**src/rtl/core/dcrt_pkg.sv**
```systemverilog
package dcrt_pkg;

    localparam int DEPTH_W       = 32;
    localparam int LIMIT_W       = 5;
    localparam int SLOT_OUT_W    = 4;
    localparam int MAX_SLOTS_DEF = 16;

    typedef logic signed [DEPTH_W-1:0] depth_t;
    typedef logic [LIMIT_W-1:0]        limit_t;
    typedef logic [SLOT_OUT_W-1:0]     slot_t;

    typedef enum logic [1:0] {
        ST_IDLE,
        ST_SCAN,
        ST_TAIL,
        ST_DECIDE
    } state_t;

    // control from the sequencer to the minimum search unit
    typedef struct packed {
        logic issue;
        logic first;
    } scan_ctl_t;

endpackage

```
**src/rtl/core/dcrt_depth_ram.sv**
```systemverilog
module dcrt_depth_ram
    import dcrt_pkg::*;
#(
    parameter int DEPTH  = MAX_SLOTS_DEF,
    parameter int ADDR_W = 4
)
(
    input  logic              clk,
    input  logic              wr_en,
    input  logic [ADDR_W-1:0] wr_addr,
    input  depth_t            wr_data,
    input  logic              rd_en,
    input  logic [ADDR_W-1:0] rd_addr,
    output depth_t            rd_data
);

    depth_t mem [DEPTH];
    depth_t rd_data_reg;

    always_ff @(posedge clk)
    begin
        if (wr_en)
        begin
            mem[wr_addr] <= wr_data;
        end
    end

    always_ff @(posedge clk)
    begin
        if (rd_en)
        begin
            rd_data_reg <= mem[rd_addr];
        end
    end

    assign rd_data = rd_data_reg;

endmodule

```
**src/rtl/core/dcrt_min_scan.sv**
```systemverilog
module dcrt_min_scan
    import dcrt_pkg::*;
#(
    parameter int SLOT_W = 4
)
(
    input  logic              clk,
    input  logic              rst_n,
    input  scan_ctl_t         ctl,
    input  logic [SLOT_W-1:0] idx,
    input  depth_t            rd_data,
    output depth_t            best_depth,
    output logic [SLOT_W-1:0] best_idx
);

    logic              vld_reg;
    logic              first_reg;
    logic [SLOT_W-1:0] idx_pipe_reg;
    depth_t            best_reg;
    logic [SLOT_W-1:0] best_idx_reg;
    logic              take;

    // read data comes from a registered read, so issue and first are registered to line up with it
    always_ff @(posedge clk or negedge rst_n)
    begin
        if (!rst_n)
        begin
            vld_reg   <= 1'b0;
            first_reg <= 1'b0;
        end
        else
        begin
            vld_reg   <= ctl.issue;
            first_reg <= ctl.first;
        end
    end

    always_ff @(posedge clk)
    begin
        idx_pipe_reg <= idx;
    end

    // strict less-than keeps the lowest index on ties
    assign take = vld_reg && (first_reg || (rd_data < best_reg));

    always_ff @(posedge clk)
    begin
        if (take)
        begin
            best_reg     <= rd_data;
            best_idx_reg <= idx_pipe_reg;
        end
    end

    assign best_depth = best_reg;
    assign best_idx   = best_idx_reg;

endmodule

```
**src/rtl/core/deepest_contact_retention_table.sv**
```systemverilog
// channel   | handshake              | payload
// ----------+------------------------+--------------------------
// command   | start, busy            | mode, depth
// result    | done (one-cycle pulse) | stored, slot, replaced
// config    | cfg_valid, cfg_ready   | cfg_data (contact_limit)
//
// a clear item, a record with limit zero or a record into a free slot gives
// its result in the cycle after it is taken
// a record into a full table scans the kept slots through the single read port
// of the depth memory, one slot a cycle, up to the limit capped at MAX_SLOTS,
// then passes the tail and decide states before its result shows
// busy is high from the cycle after a scanned record is taken until its result shows
// done is a pulse the receiver cannot stall; rst_n clears the fill count,
// limit and sequencer, no clearing pass over the depth memory
module deepest_contact_retention_table
    import dcrt_pkg::*;
#(
    parameter int MAX_SLOTS = MAX_SLOTS_DEF
)
(
    input  logic   clk,
    input  logic   rst_n,
    input  logic   start,
    output logic   busy,
    input  logic   mode,
    input  depth_t depth,
    output logic   done,
    output logic   stored,
    output slot_t  slot,
    output logic   replaced,
    input  logic   cfg_valid,
    output logic   cfg_ready,
    input  limit_t cfg_data
);

    localparam int SLOT_W = (MAX_SLOTS > 1) ? $clog2(MAX_SLOTS) : 1;
    localparam int CNT_W  = $clog2(MAX_SLOTS + 1);
    localparam int LW     = (CNT_W > LIMIT_W) ? CNT_W : LIMIT_W;

    state_t            state_reg, state_next;
    logic [CNT_W-1:0]  filled_reg, filled_next;
    limit_t            limit_reg;
    depth_t            depth_reg, depth_next;
    logic [SLOT_W-1:0] rd_idx_reg, rd_idx_next;
    logic              done_reg, done_next;
    logic              stored_reg, stored_next;
    slot_t             slot_reg, slot_next;
    logic              replaced_reg, replaced_next;

    logic [LW-1:0]     lim_wide;
    logic [CNT_W-1:0]  eff_limit;
    logic [CNT_W-1:0]  last_idx;
    logic              accept;
    logic              go_scan;
    logic              wr_en;
    logic [SLOT_W-1:0] wr_addr;
    depth_t            wr_data;
    logic              rd_en;
    depth_t            rd_data;
    scan_ctl_t         scan_ctl;
    depth_t            best_depth;
    logic [SLOT_W-1:0] best_idx;

    // limits above the table size saturate to it
    assign lim_wide  = LW'(limit_reg);
    assign eff_limit = (lim_wide > LW'(MAX_SLOTS)) ? CNT_W'(MAX_SLOTS) : CNT_W'(lim_wide);
    assign last_idx  = eff_limit - CNT_W'(1);

    assign accept  = start && (state_reg == ST_IDLE);
    assign go_scan = accept && !mode && (eff_limit != '0) && (filled_reg >= eff_limit);

    always_comb
    begin
        state_next = state_reg;
        case (state_reg)
            ST_IDLE:
            begin
                if (go_scan)
                begin
                    state_next = ST_SCAN;
                end
            end
            ST_SCAN:
            begin
                if (rd_idx_reg == last_idx[SLOT_W-1:0])
                begin
                    state_next = ST_TAIL;
                end
            end
            ST_TAIL:
            begin
                state_next = ST_DECIDE;
            end
            ST_DECIDE:
            begin
                state_next = ST_IDLE;
            end
            default:
            begin
                state_next = ST_IDLE;
            end
        endcase
    end

    always_comb
    begin
        filled_next    = filled_reg;
        depth_next     = depth_reg;
        rd_idx_next    = rd_idx_reg;
        done_next      = 1'b0;
        stored_next    = 1'b0;
        slot_next      = '0;
        replaced_next  = 1'b0;
        wr_en          = 1'b0;
        wr_addr        = filled_reg[SLOT_W-1:0];
        wr_data        = depth;
        rd_en          = 1'b0;
        scan_ctl.issue = 1'b0;
        scan_ctl.first = 1'b0;
        case (state_reg)
            ST_IDLE:
            begin
                if (accept)
                begin
                    depth_next  = depth;
                    rd_idx_next = '0;
                    if (mode)
                    begin
                        filled_next = '0;
                        done_next   = 1'b1;
                    end
                    else if (eff_limit == '0)
                    begin
                        done_next = 1'b1;
                    end
                    else if (filled_reg < eff_limit)
                    begin
                        wr_en       = 1'b1;
                        filled_next = filled_reg + CNT_W'(1);
                        done_next   = 1'b1;
                        stored_next = 1'b1;
                        slot_next   = SLOT_OUT_W'(filled_reg);
                    end
                end
            end
            ST_SCAN:
            begin
                rd_en          = 1'b1;
                scan_ctl.issue = 1'b1;
                scan_ctl.first = (rd_idx_reg == '0);
                rd_idx_next    = rd_idx_reg + SLOT_W'(1);
            end
            ST_TAIL:
            begin
            end
            ST_DECIDE:
            begin
                done_next = 1'b1;
                wr_addr   = best_idx;
                wr_data   = depth_reg;
                if (best_depth < depth_reg)
                begin
                    wr_en         = 1'b1;
                    stored_next   = 1'b1;
                    replaced_next = 1'b1;
                    slot_next     = SLOT_OUT_W'(best_idx);
                end
            end
            default:
            begin
            end
        endcase
    end

    always_ff @(posedge clk or negedge rst_n)
    begin
        if (!rst_n)
        begin
            state_reg  <= ST_IDLE;
            filled_reg <= '0;
            limit_reg  <= '0;
            done_reg   <= 1'b0;
        end
        else
        begin
            state_reg  <= state_next;
            filled_reg <= filled_next;
            done_reg   <= done_next;
            if (cfg_valid && cfg_ready)
            begin
                limit_reg <= cfg_data;
            end
        end
    end

    always_ff @(posedge clk)
    begin
        depth_reg    <= depth_next;
        rd_idx_reg   <= rd_idx_next;
        stored_reg   <= stored_next;
        slot_reg     <= slot_next;
        replaced_reg <= replaced_next;
    end

    dcrt_depth_ram #(
        .DEPTH  (MAX_SLOTS),
        .ADDR_W (SLOT_W)
    ) u_ram (
        .clk     (clk),
        .wr_en   (wr_en),
        .wr_addr (wr_addr),
        .wr_data (wr_data),
        .rd_en   (rd_en),
        .rd_addr (rd_idx_reg),
        .rd_data (rd_data)
    );

    dcrt_min_scan #(
        .SLOT_W (SLOT_W)
    ) u_scan (
        .clk        (clk),
        .rst_n      (rst_n),
        .ctl        (scan_ctl),
        .idx        (rd_idx_reg),
        .rd_data    (rd_data),
        .best_depth (best_depth),
        .best_idx   (best_idx)
    );

    assign busy      = (state_reg != ST_IDLE);
    assign cfg_ready = (state_reg == ST_IDLE);
    assign done      = done_reg;
    assign stored    = stored_reg;
    assign slot      = slot_reg;
    assign replaced  = replaced_reg;

endmodule

```
**config.mk**
```make
export PLATFORM = sky130hd
export DESIGN_NAME = deepest_contact_retention_table
export DESIGN_NICKNAME = d
export VERILOG_FILES = /design/src/rtl/core/dcrt_pkg.sv /design/src/rtl/core/dcrt_depth_ram.sv /design/src/rtl/core/dcrt_min_scan.sv /design/src/rtl/core/deepest_contact_retention_table.sv
export SDC_FILE = /design/constraint.sdc
export NUM_CORES = 1
export LEC_CHECK = 0
export ABC_AREA = 1
export BUFFER_PORTS_ARGS = -buffer_cell sky130_fd_sc_hd__buf_2
export CAP_MARGIN = 30
export CORE_ASPECT_RATIO = 2
export CORE_MARGIN = 2
export CORE_UTILIZATION = 30
export DETAILED_ROUTE_END_ITERATION = 7
export GPL_TIMING_DRIVEN = 0
export SETUP_SLACK_MARGIN = 0.05
export SYNTH_ARGS = -nofsm -noshare
export SYNTH_HDL_FRONTEND = slang
export SYNTH_SLANG_ARGS = --single-unit
```
**constraint.sdc**
```tcl
create_clock -name clk -period 5.5 [get_ports clk]
set_clock_uncertainty 0.1 [all_clocks]
set_input_delay 0.275 -clock clk [delete_from_list [all_inputs] [get_ports clk]]
set_output_delay 0.275 -clock clk [all_outputs]
set_load 0.005 [all_outputs]
```
==> results of run 1 <==
cell usage after synthesis (2+ instances only):
library cell	n
nand4_1	35
nand2_2	3
nor4_1	2
inv_1	101
o221ai_1	27
xor2_1	4
buf_2	36
clkbuf_1	63
dfxtp_1	10
buf_1	3
a221oi_1	36
nor2_2	9
o211ai_1	2
xnor2_1	2
nand3_1	64
ha_1	75
nand3_2	2
edfxtp_1	616
o22ai_1	38
o21ai_0	220
nand2_1	340
nor2_1	171
o21a_1	3
a21oi_1	116
inv_2	5
mux2_2	3
dfrtp_1	15
nor3_1	5
timing repair:
| action | 4_1_cts | 5_1_grt |
|---|---|---|
| endpoints found under the hold margin | 56 | 0 |
| hold buffers | 42 | 0 |
| setup buffers | 0 | 0 |
through the flow:
step / setup TNS, ns / power (mW) / setup slack (ns) / instances
floorplan: 0 / 10.08 / 1.695 / 2020
global placement: -256.79 / 12.61 / -1.173 / 3232
detailed placement: 0 / 13.04 / 1.340 / 3289
CTS: 0 / 16.83 / 1.302 / 3424
global route: 0 / 17.54 / 1.154 / 3424
finish: 0 / 16.88 / 1.327 / 3424
cell type report:
type                       count  area, µm²
fill                        8265      55890
sequential                   641      19070
multi-input combinational   1167       6314
tap                         1162       1454
timing repair buffer         149       1444
clock buffer                  60       1309
buffer                       105      460.4
inverter                     107      401.6
clock inverter                33      369.1
routing by layer:
| layer | wire, µm | vias to the layer above | GRT usage |
|---|---|---|---|
| li1 | - | 7786 | - |
| met1 | 27460 | 8730 | 0.1865 |
| met2 | 43120 | 920 | 0.3318 |
| met3 | 4825 | 308 | 0.02121 |
| met4 | 8247 | 4 | 0.1600 |
| met5 | 27 | - | 0 |
where the power goes:
group          switching, mW  internal, mW  total (mW)
Clock                   1.78          2.01        3.79
Sequential             0.272          6.44        6.71
Combinational           4.71          1.68        6.38
worst register-to-register path, stage by stage (launching register included):
cell	delay [ns]
dfrtp_1	0.42
inv_1	0.12
ha_1	0.37
nand2_1	0.18
inv_2	0.32
buf_12	0.28
nand3_1	0.12
nor2_1	0.36
inv_1	0.15
nand2_2	0.11
nand2_4	0.15
buf_12	0.21
nor2_4	0.67
buf_12	0.28
kinds of logic after synthesis:
logic type,share of synthesized area
XOR/XNOR,0.002010
adder cells (fa/ha/maj),0.03590
buffers and inverters,0.03298
AND/OR/NAND/NOR,0.1012
multiplexers,0.001292
AO/OA/AOI/OAI,0.09697
flip-flops,0.7296
path summary, 6_finish.rpt:
| check | start | cells past startpoint | endpoint |
|---|---|---|---|
| setup reg to reg | state_reg[1]$_DFFE_PN0P_ | 13 | u_ram.mem[10][11]$_DFFE_PP_ |
| max in group asynchronous | rst_n | 2 | lim_wide[0]$_DFFE_PN0P_ |
| hold / removal | rst_n | 2 | u_scan.first_reg$_DFF_PN0_ |
| setup / recovery | state_reg[1]$_DFFE_PN0P_ | 13 | u_ram.mem[10][11]$_DFFE_PP_ |
| hold reg to reg | u_scan.idx_pipe_reg[3]$_DFF_P_ | 0 | u_scan.best_idx[3]$_DFFE_PP_ |
| min in group clk | start | 4 | filled_reg[3]$_DFFE_PN0P_ |
==> impl_metrics.tcl, run 1 <==
set metrics [dict create \
    clkTransAtPathRegs_ns 0.07 \
    status "completed" \
    slew_viol_final 0 \
    syn_inst 2020 \
    synth-seq-cells 641 \
    fp-row-count 153 \
    power_density_nw_per_um2 547.7 \
    final_area_um2 30820 \
    slew_headroom 0.2479 \
    total_leakage_power_nw 10.72 \
    yosysWarnings 0 \
    max-clock-path-buffers 3 \
    grt_pass1_vias 18250 \
    cts_root_buffer "clkbuf_16" \
    syn_avg_cell_area_um2 12.94 \
    crit_chain "inv_1, ha_1, nand2_1, inv_2, buf_12, nand3_1, nor2_1, inv_1, nand2_2, nand2_4, buf_12, nor2_4, buf_12" \
    die_h_um 421.5 \
    drt_iter0_drc 1910 \
    cts_resized 0 \
    grt_pass1_wl_um 119800 \
    ant_nets 0 \
    routabilityCongestion 0.8537 \
    fmax_mhz 239.7 \
    wl_per_cell_um 24.44 \
    ys_seq_area_frac 0.7296 \
    start_util 0.3014 \
    diodes 0 \
    syn2layout_area_growth_pct 17.92 \
    synth_area_um2 26140 \
    vias 17750 \
    via_per_inst 5.183 \
    clk_latency_ns 0.62 \
    die_x_um 212.7 \
    crit_buf_inv 6 \
    grt_usage 0.1846 \
    worstPathArrival_ns 4.37 \
    mostFrequentLayoutCells "616 x edfxtp_1, 340 x nand2_1, 198 x o21ai_0" \
    synth-async-reset-ratio 0.02340 \
    placeableCoreArea_um2 86720 \
    cts_made_buffers 50 \
    ys_types 42 \
    required_ns 5.70 \
    drc_errors 0 \
    overflow 0 \
    grt_max_degree 27 \
    path_delay_family "simple AND/OR/NAND/NOR gates" \
    hp-class "input port to asynchronous set/reset pin" \
    cp_max_fo 26 \
    place_hpwl_um 57940 \
    yosys-top-cells-area "edfxtp_1 71%, nand2_1 4.9%, o21ai_0 4.2%, ha_1 3.6%, nor2_1 2.5%" \
    dr.pass1.iters 6 \
    start_kind "register" \
    cts_tree "yes" \
    placed_area_um2 28730 \
    slowest_stage "nor2_4" \
    fin_crit_sh 0.7587 \
    dieArea_um2 89660 \
    max_cap_violations 0 \
    critical_path_class "register to register" \
    setup_viol 0 \
    synth_top_area_frac 0.7076 \
    post-route-min-period_ns 4.173 \
    synth_edf_count 616 \
    synth_flop_cell "edfxtp_1" \
    io_pins 51 \
    synth_area_leader_cell "edfxtp_1" \
    layout_commonest_cell "edfxtp_1" \
    tightest_slew_ns 1.121 \
    hold_ws_ns 0.01234 \
    antenna_found_initial 2 \
    routed_wl_um 83680 \
    r2r_setup_slack_ns 1.33 \
    largest_register_ffs 512 \
    final_hold_viol_count 0 \
    rsz0062_at_grt "false" \
    syn_nets 2137 \
    worst_ir_drop_vdd_mv 0.2773 \
    setup.worst_path.end_class "register" \
    cpMostUsedCell "buf_12" \
    cp_slowest_stage_delay_ns 0.66 \
    drive_gt1_frac 0.1158 \
    nets 2338 \
    port_buffers 50 \
    cts.sinks 641 \
    final_core_util 0.3555 \
    htree_levels 2 \
    top_register "u_ram.mem" \
]
No activity file was read; power rests on OpenSTA's default activity.
==> run 2, diff against run 1 <==
==> constraint.sdc (replaced) <==
create_clock -name clk -period 4.2 [get_ports clk]
set_clock_uncertainty 0.1 [all_clocks]
set_input_delay 0.21 -clock clk [delete_from_list [all_inputs] [get_ports clk]]
set_output_delay 0.21 -clock clk [all_outputs]
set_load 0.005 [all_outputs]
==> run 2 against run 1 <==
Sequential share of layout area is 0.67 points lower. Utilization increased by 0.39 points. Combinational power rose by 31%. Cell area up 1.1%. Power up 31%. Clock-buffer cell count stayed put. Die area is the same. Sequential cell count did not move. Critical endpoint is now u_ram.mem[0][4]$_DFFE_PP_. Maximum frequency grew 6.5%. Highest routed layer unchanged. Non-clock buffer count grew 31. Setup slack worse by 1.0 ns. Global-route usage hardly changed.
==> impl_metrics.tcl, run 2 (synthesis results as in run 1) <==
set metrics [dict create \
    status "completed" \
    grt_pass1_wl_um 119800 \
    place_hpwl_um 57940 \
    hold_end "filled_reg[2]$_DFFE_PN0P_" \
    routed_wl_um 83610 \
    placed_area_um2 28730 \
    routabilityCongestion 0.8537 \
    crit_chain "inv_1, ha_1, nand2_1, inv_2, buf_12, nand3_1, nor2_1, inv_1, nand2_2, nand2_4, nor2_4, buf_12" \
    max-clock-path-buffers 3 \
    wl_per_cell_um 24.20 \
    r2r_cells 12 \
    hp-class "input port to register" \
    syn2layout_area_growth_pct 19.20 \
    cts_root_buffer "clkbuf_16" \
    slew_viol_final 0 \
    cts.sinks 641 \
    setup_viol 0 \
    via_per_inst 5.165 \
    top_register "u_ram.mem" \
    worstHoldPathCells 4 \
    cts_resized 0 \
    final_area_um2 31160 \
    dieArea_um2 89660 \
    mostFrequentLayoutCells "616 x edfxtp_1, 340 x nand2_1, 198 x o21ai_0" \
    worst_ir_drop_vdd_mv 0.3654 \
    cp_max_fo 26 \
    final_hold_viol_count 0 \
    max_cap_violations 0 \
    finalSetupTns_ns 0 \
    slew_headroom 0.2709 \
    path_delay_family "simple AND/OR/NAND/NOR gates" \
    clkTransAtPathRegs_ns 0.07 \
    grt_pass1_vias 18270 \
    ant_nets 0 \
    diodes 0 \
    largest_register_ffs 512 \
    port_buffers 50 \
    die_h_um 421.5 \
    post-route-min-period_ns 3.917 \
    start_kind "register" \
    placeableCoreArea_um2 86720 \
    overflow 0 \
    critical_path_class "register to register" \
    fmax_mhz 255.3 \
    cp_slowest_stage_delay_ns 0.59 \
    layout_commonest_cell "edfxtp_1" \
    r2r_setup_slack_ns 0.28 \
    io_pins 51 \
    setup.worst_path.end_class "register" \
    power_density_nw_per_um2 709.6 \
    reg2reg_from "state_reg[1]$_DFFE_PN0P_" \
    htree_levels 2 \
    start_util 0.3014 \
    antenna_found_initial 2 \
    total_leakage_power_nw 10.90 \
    rsz0062_at_grt "false" \
    fp-row-count 153 \
    worstPathArrival_ns 4.11 \
    dr.pass1.iters 6 \
    required_ns 4.39 \
    drt_iter0_drc 1857 \
    die_x_um 212.7 \
    tightest_slew_ns 1.086 \
    crit_buf_inv 5 \
    drc_errors 0 \
    cts_tree "yes" \
    nFillCells 8233 \
    hold_path.startpoint "start" \
    clk_latency_ns 0.61 \
    grt_max_degree 27 \
    slowest_stage "nor2_4" \
    nets 2369 \
    grt_usage 0.1847 \
    fin_crit_sh 0.9325 \
    vias 17850 \
    rr_endpoint "u_ram.mem[0][4]$_DFFE_PP_" \
    drive_gt1_frac 0.1252 \
    cts_made_buffers 50 \
]
==> run 2: changes by cell type in the layout (fill, tap and decap cells not counted) <==
cell	previous run	this run
buf_12	17	24
buf_4	26	44
dlygate4sd3_1	42	48
==> run 2: tightest hold or removal path, stage by stage <==
cell and delay, ns:
buf_2 0.08, nand2_1 0.10, nor2_1 0.21, nor3b_1 0.08
==> run 2: worst max path at each step <==
stage               slack, ns                     start  cells after the start                          end
global route             0.07  state_reg[1]$_DFFE_PN0P_                     12    u_ram.mem[0][7]$_DFFE_PP_
CTS                      0.11  state_reg[1]$_DFFE_PN0P_                     13    u_ram.mem[5][4]$_DFFE_PP_
detailed placement       0.04  state_reg[0]$_DFFE_PN0P_                     13  u_ram.mem[10][14]$_DFFE_PP_
finish                   0.28  state_reg[1]$_DFFE_PN0P_                     12    u_ram.mem[0][4]$_DFFE_PP_
floorplan                0.39  state_reg[0]$_DFFE_PN0P_                     10    u_ram.mem[0][0]$_DFFE_PP_
global placement        -2.47  state_reg[0]$_DFFE_PN0P_                     10  u_ram.mem[13][15]$_DFFE_PP_
==> run 2: final cells by class <==
type | instances | area (µm²) | area share
Sequential cell | 641 | 19070 | 0.6121
Multi-Input combinational cell | 1167 | 6314 | 0.2026
Inverter | 107 | 401.6 | 0.01289
Clock inverter | 33 | 369.1 | 0.01185
Buffer | 105 | 460.4 | 0.01478
Clock buffer | 60 | 1309 | 0.04200
Tap cell | 1162 | 1454 | 0.04666
Timing Repair Buffer | 180 | 1779 | 0.05710
==> run 2: per-layer routing <==
layer | up-vias | global-route usage | part of all wire
met5 | - | 0 | 0.00032
met4 | 4 | 0.1619 | 0.097
met3 | 301 | 0.02009 | 0.058
met2 | 900 | 0.3318 | 0.52
met1 | 8785 | 0.1867 | 0.33
li1 | 7856 | - | -
==> run 2: per-stage QoR <==
| step | total power, mW | worst slack (ns) | utilization | instances | hold slack (ns) |
|---|---|---|---|---|---|
| 2_1_floorplan | 13.20 | 0.3949 | - | 2020 | -0.1856 |
| 3_3_place_gp | 16.51 | -2.473 | 0.3211 | 3232 | 0.04608 |
| 3_5_place_dp | 17.08 | 0.03989 | 0.3313 | 3289 | 0.05130 |
| 4_1_cts | 22.07 | 0.1056 | 0.3566 | 3432 | 0.006785 |
| 5_1_grt | 23.00 | 0.06837 | 0.3593 | 3455 | 0.04935 |
| 6_report | 22.11 | 0.2835 | 0.3593 | 3455 | 0.02301 |
==> run 2: power by group <==
part           switching (mW)  internal, mW
logic                    6.14          2.23
clock network            2.33          2.63
registers               0.357          8.43
total                    8.83          13.3
==> run 2: timing repair <==
| item | in CTS | in global routing |
|---|---|---|
| hold buffers | 48 | 0 |
| setup endpoints to repair | 33 | 136 |
| pin swaps | 2 | 9 |
| hold endpoints to repair | 71 | 0 |
| setup buffers | 2 | 23 |
==> run 3, diff against run 2 <==
--- a/config.mk
+++ b/config.mk
@@ -13,6 +13,8 @@
 export CORE_UTILIZATION = 30
 export DETAILED_ROUTE_END_ITERATION = 7
 export GPL_TIMING_DRIVEN = 0
+export PLACE_DENSITY_LB_ADDON = 0.25
+export REMOVE_ABC_BUFFERS = 1
 export SETUP_SLACK_MARGIN = 0.05
 export SYNTH_ARGS = -nofsm -noshare
 export SYNTH_HDL_FRONTEND = slang
==> run 3 against run 2 <==
Worst hold slack gained 0.21 ns. First-iteration DRC count fell by 23%. Sequential cell count is the same. Cell count down 2.0%. Critical path depth down 1. Die area unchanged. Clock power up 2%. Critical endpoint is now u_ram.mem[5][1]$_DFFE_PP_. Largest power group unchanged. Power shrank 2.1%.
==> impl_metrics.tcl, run 3 (synthesis results as in run 1) <==
set metrics [dict create \
    cts.sinks 641 \
    slew_headroom 0.3213 \
    critical_path_class "register to register" \
    routed_wl_um 74980 \
    drive_gt1_frac 0.1224 \
    worstHoldPathCells 2 \
    total_leakage_power_nw 11.05 \
    clkTransAtPathRegs_ns 0.07 \
    antenna_found_initial 1 \
    max_cap_violations 0 \
    fmax_mhz 254.3 \
    reg2reg_from "state_reg[1]$_DFFE_PN0P_" \
    fp-row-count 153 \
    place_hpwl_um 47350 \
    worstPathArrival_ns 4.14 \
    final_area_um2 31500 \
    required_ns 4.41 \
    hold_end "depth_reg[15]$_DFFE_PP_" \
    status "completed" \
    grt_pass1_vias 17060 \
    overflow 0 \
    post-route-min-period_ns 3.932 \
    r2r_setup_slack_ns 0.27 \
    cp_max_fo 18 \
    fin_crit_sh 0.9362 \
    start_util 0.3014 \
    ant_nets 0 \
    setup.worst_path.end_class "register" \
    r2r_cells 11 \
    cts_made_buffers 56 \
    clk_latency_ns 0.63 \
    grt_max_degree 105 \
    power.total_mw 21.65 \
    top_register "u_ram.mem" \
    hold_path.startpoint "depth[15]" \
    rsz0062_at_grt "false" \
    drt_iter0_drc 1433 \
    hp-class "input port to register" \
    slew_viol_final 0 \
    dieArea_um2 89660 \
    dr.pass1.iters 6 \
    grt_pass1_wl_um 109700 \
    cts_tree "yes" \
    power_density_nw_per_um2 687.5 \
    cts_root_buffer "clkbuf_16" \
    io_pins 51 \
    vias 16910 \
    nets 2293 \
    worst_ir_drop_vdd_mv 0.5284 \
    start_kind "register" \
    final_hold_viol_count 0 \
    htree_levels 2 \
    syn2layout_area_growth_pct 20.49 \
    die_x_um 212.7 \
    routabilityCongestion 0.7501 \
    layout_commonest_cell "edfxtp_1" \
    port_buffers 50 \
    via_per_inst 4.994 \
    setup_viol 0 \
    placeableCoreArea_um2 86720 \
    wl_per_cell_um 22.14 \
    mostFrequentLayoutCells "616 x edfxtp_1, 339 x nand2_1, 219 x o21ai_0" \
    largest_register_ffs 512 \
    drc_errors 0 \
    die_h_um 421.5 \
    tightest_slew_ns 1.018 \
    final_core_util 0.3632 \
    max-clock-path-buffers 3 \
    rr_endpoint "u_ram.mem[5][1]$_DFFE_PP_" \
    grt_usage 0.1659 \
    placed_area_um2 29080 \
]
[run 3: changes by cell type in the layout (fill, tap and decap cells not counted), sizes merged]
cell         previous run  this run
clkbuf                124        64
buf                   173       154
clkinv                 14        32
clkinvlp               11         3
bufinv                  6         4
diode                   0         1
dlygate4sd3            48        49
[run 3: critical path, cell delays in order, from the launching register on]
cell and delay, ns:
dfrtp_1 0.44, inv_1 0.12, ha_1 0.31, nand2_1 0.17, inv_2 0.42, nand3_1 0.17, nor2_1 0.38, inv_1 0.12
nand2_2 0.12, nand2_4 0.27, nor2_4 0.69, buf_12 0.30
[run 3: through the flow]
step           std cells  setup WS (ns)   TNS, ns  hold WS (ns)
6_report            3386         0.2679         0        0.2293
5_1_grt             3386        0.03884         0        0.2307
4_1_cts             3368        0.06211         0        0.2040
3_5_place_dp        3214        0.08580         0       0.06669
3_3_place_gp        3127         -14.00  -1729.62       0.05816
2_1_floorplan       1915         -6.662   -245.47       -0.1856
[run 3: where the power goes]
part / switching, mW / internal [mW] / total, mW
clock network: 2.38 / 2.71 / 5.08
registers: 0.446 / 8.43 / 8.88
logic: 5.11 / 2.59 / 7.69
total: 7.93 / 13.7 / 21.7
[run 3: worst max-delay path by stage]
stage,startpoint,endpoint,cells after the start
after floorplan,rd_idx_reg[0]$_SDFFCE_PN0P_,rd_idx_reg[1]$_SDFFCE_PN0P_,4
after global placement,rd_idx_reg[0]$_SDFFCE_PN0P_,u_ram.rd_data[21]$_DFFE_PP_,5
after detailed placement,state_reg[1]$_DFFE_PN0P_,u_ram.mem[9][3]$_DFFE_PP_,11
after CTS,state_reg[1]$_DFFE_PN0P_,u_ram.mem[9][3]$_DFFE_PP_,11
after global routing,state_reg[1]$_DFFE_PN0P_,u_ram.mem[2][31]$_DFFE_PP_,12
final,state_reg[1]$_DFFE_PN0P_,u_ram.mem[5][1]$_DFFE_PP_,11
[run 3: what timing repair did]
item                                    4_1_cts  5_1_grt
endpoints found under the hold margin       121        0
setup buffers                                 0       17
endpoints found under the setup margin        0      131
hold buffers                                 49        0
gates resized for setup                       0        0
[run 3: layer usage]
metal / up-vias / global-route usage / routed length [µm] / part of all wire
met2: 530 / 0.3005 / 39130 / 0.52
met5: - / 0 / 0 / 0
met1: 8531 / 0.1996 / 29510 / 0.39
met3: 138 / 0.01563 / 3456 / 0.046
li1: 7711 / - / - / -
met4: 0 / 0.06737 / 2892 / 0.039
[run 3: layout make-up]
class                   instances  area, µm²
clock buffers                  64       1431
fillers                      8202      55220
clock inverters                41      331.6
repair buffers                203       2480
inverters                     107      409.1
multi-input cells            1167       6316
well taps                    1162       1454
diodes                          1      2.502
flip-flops and latches        641      19070
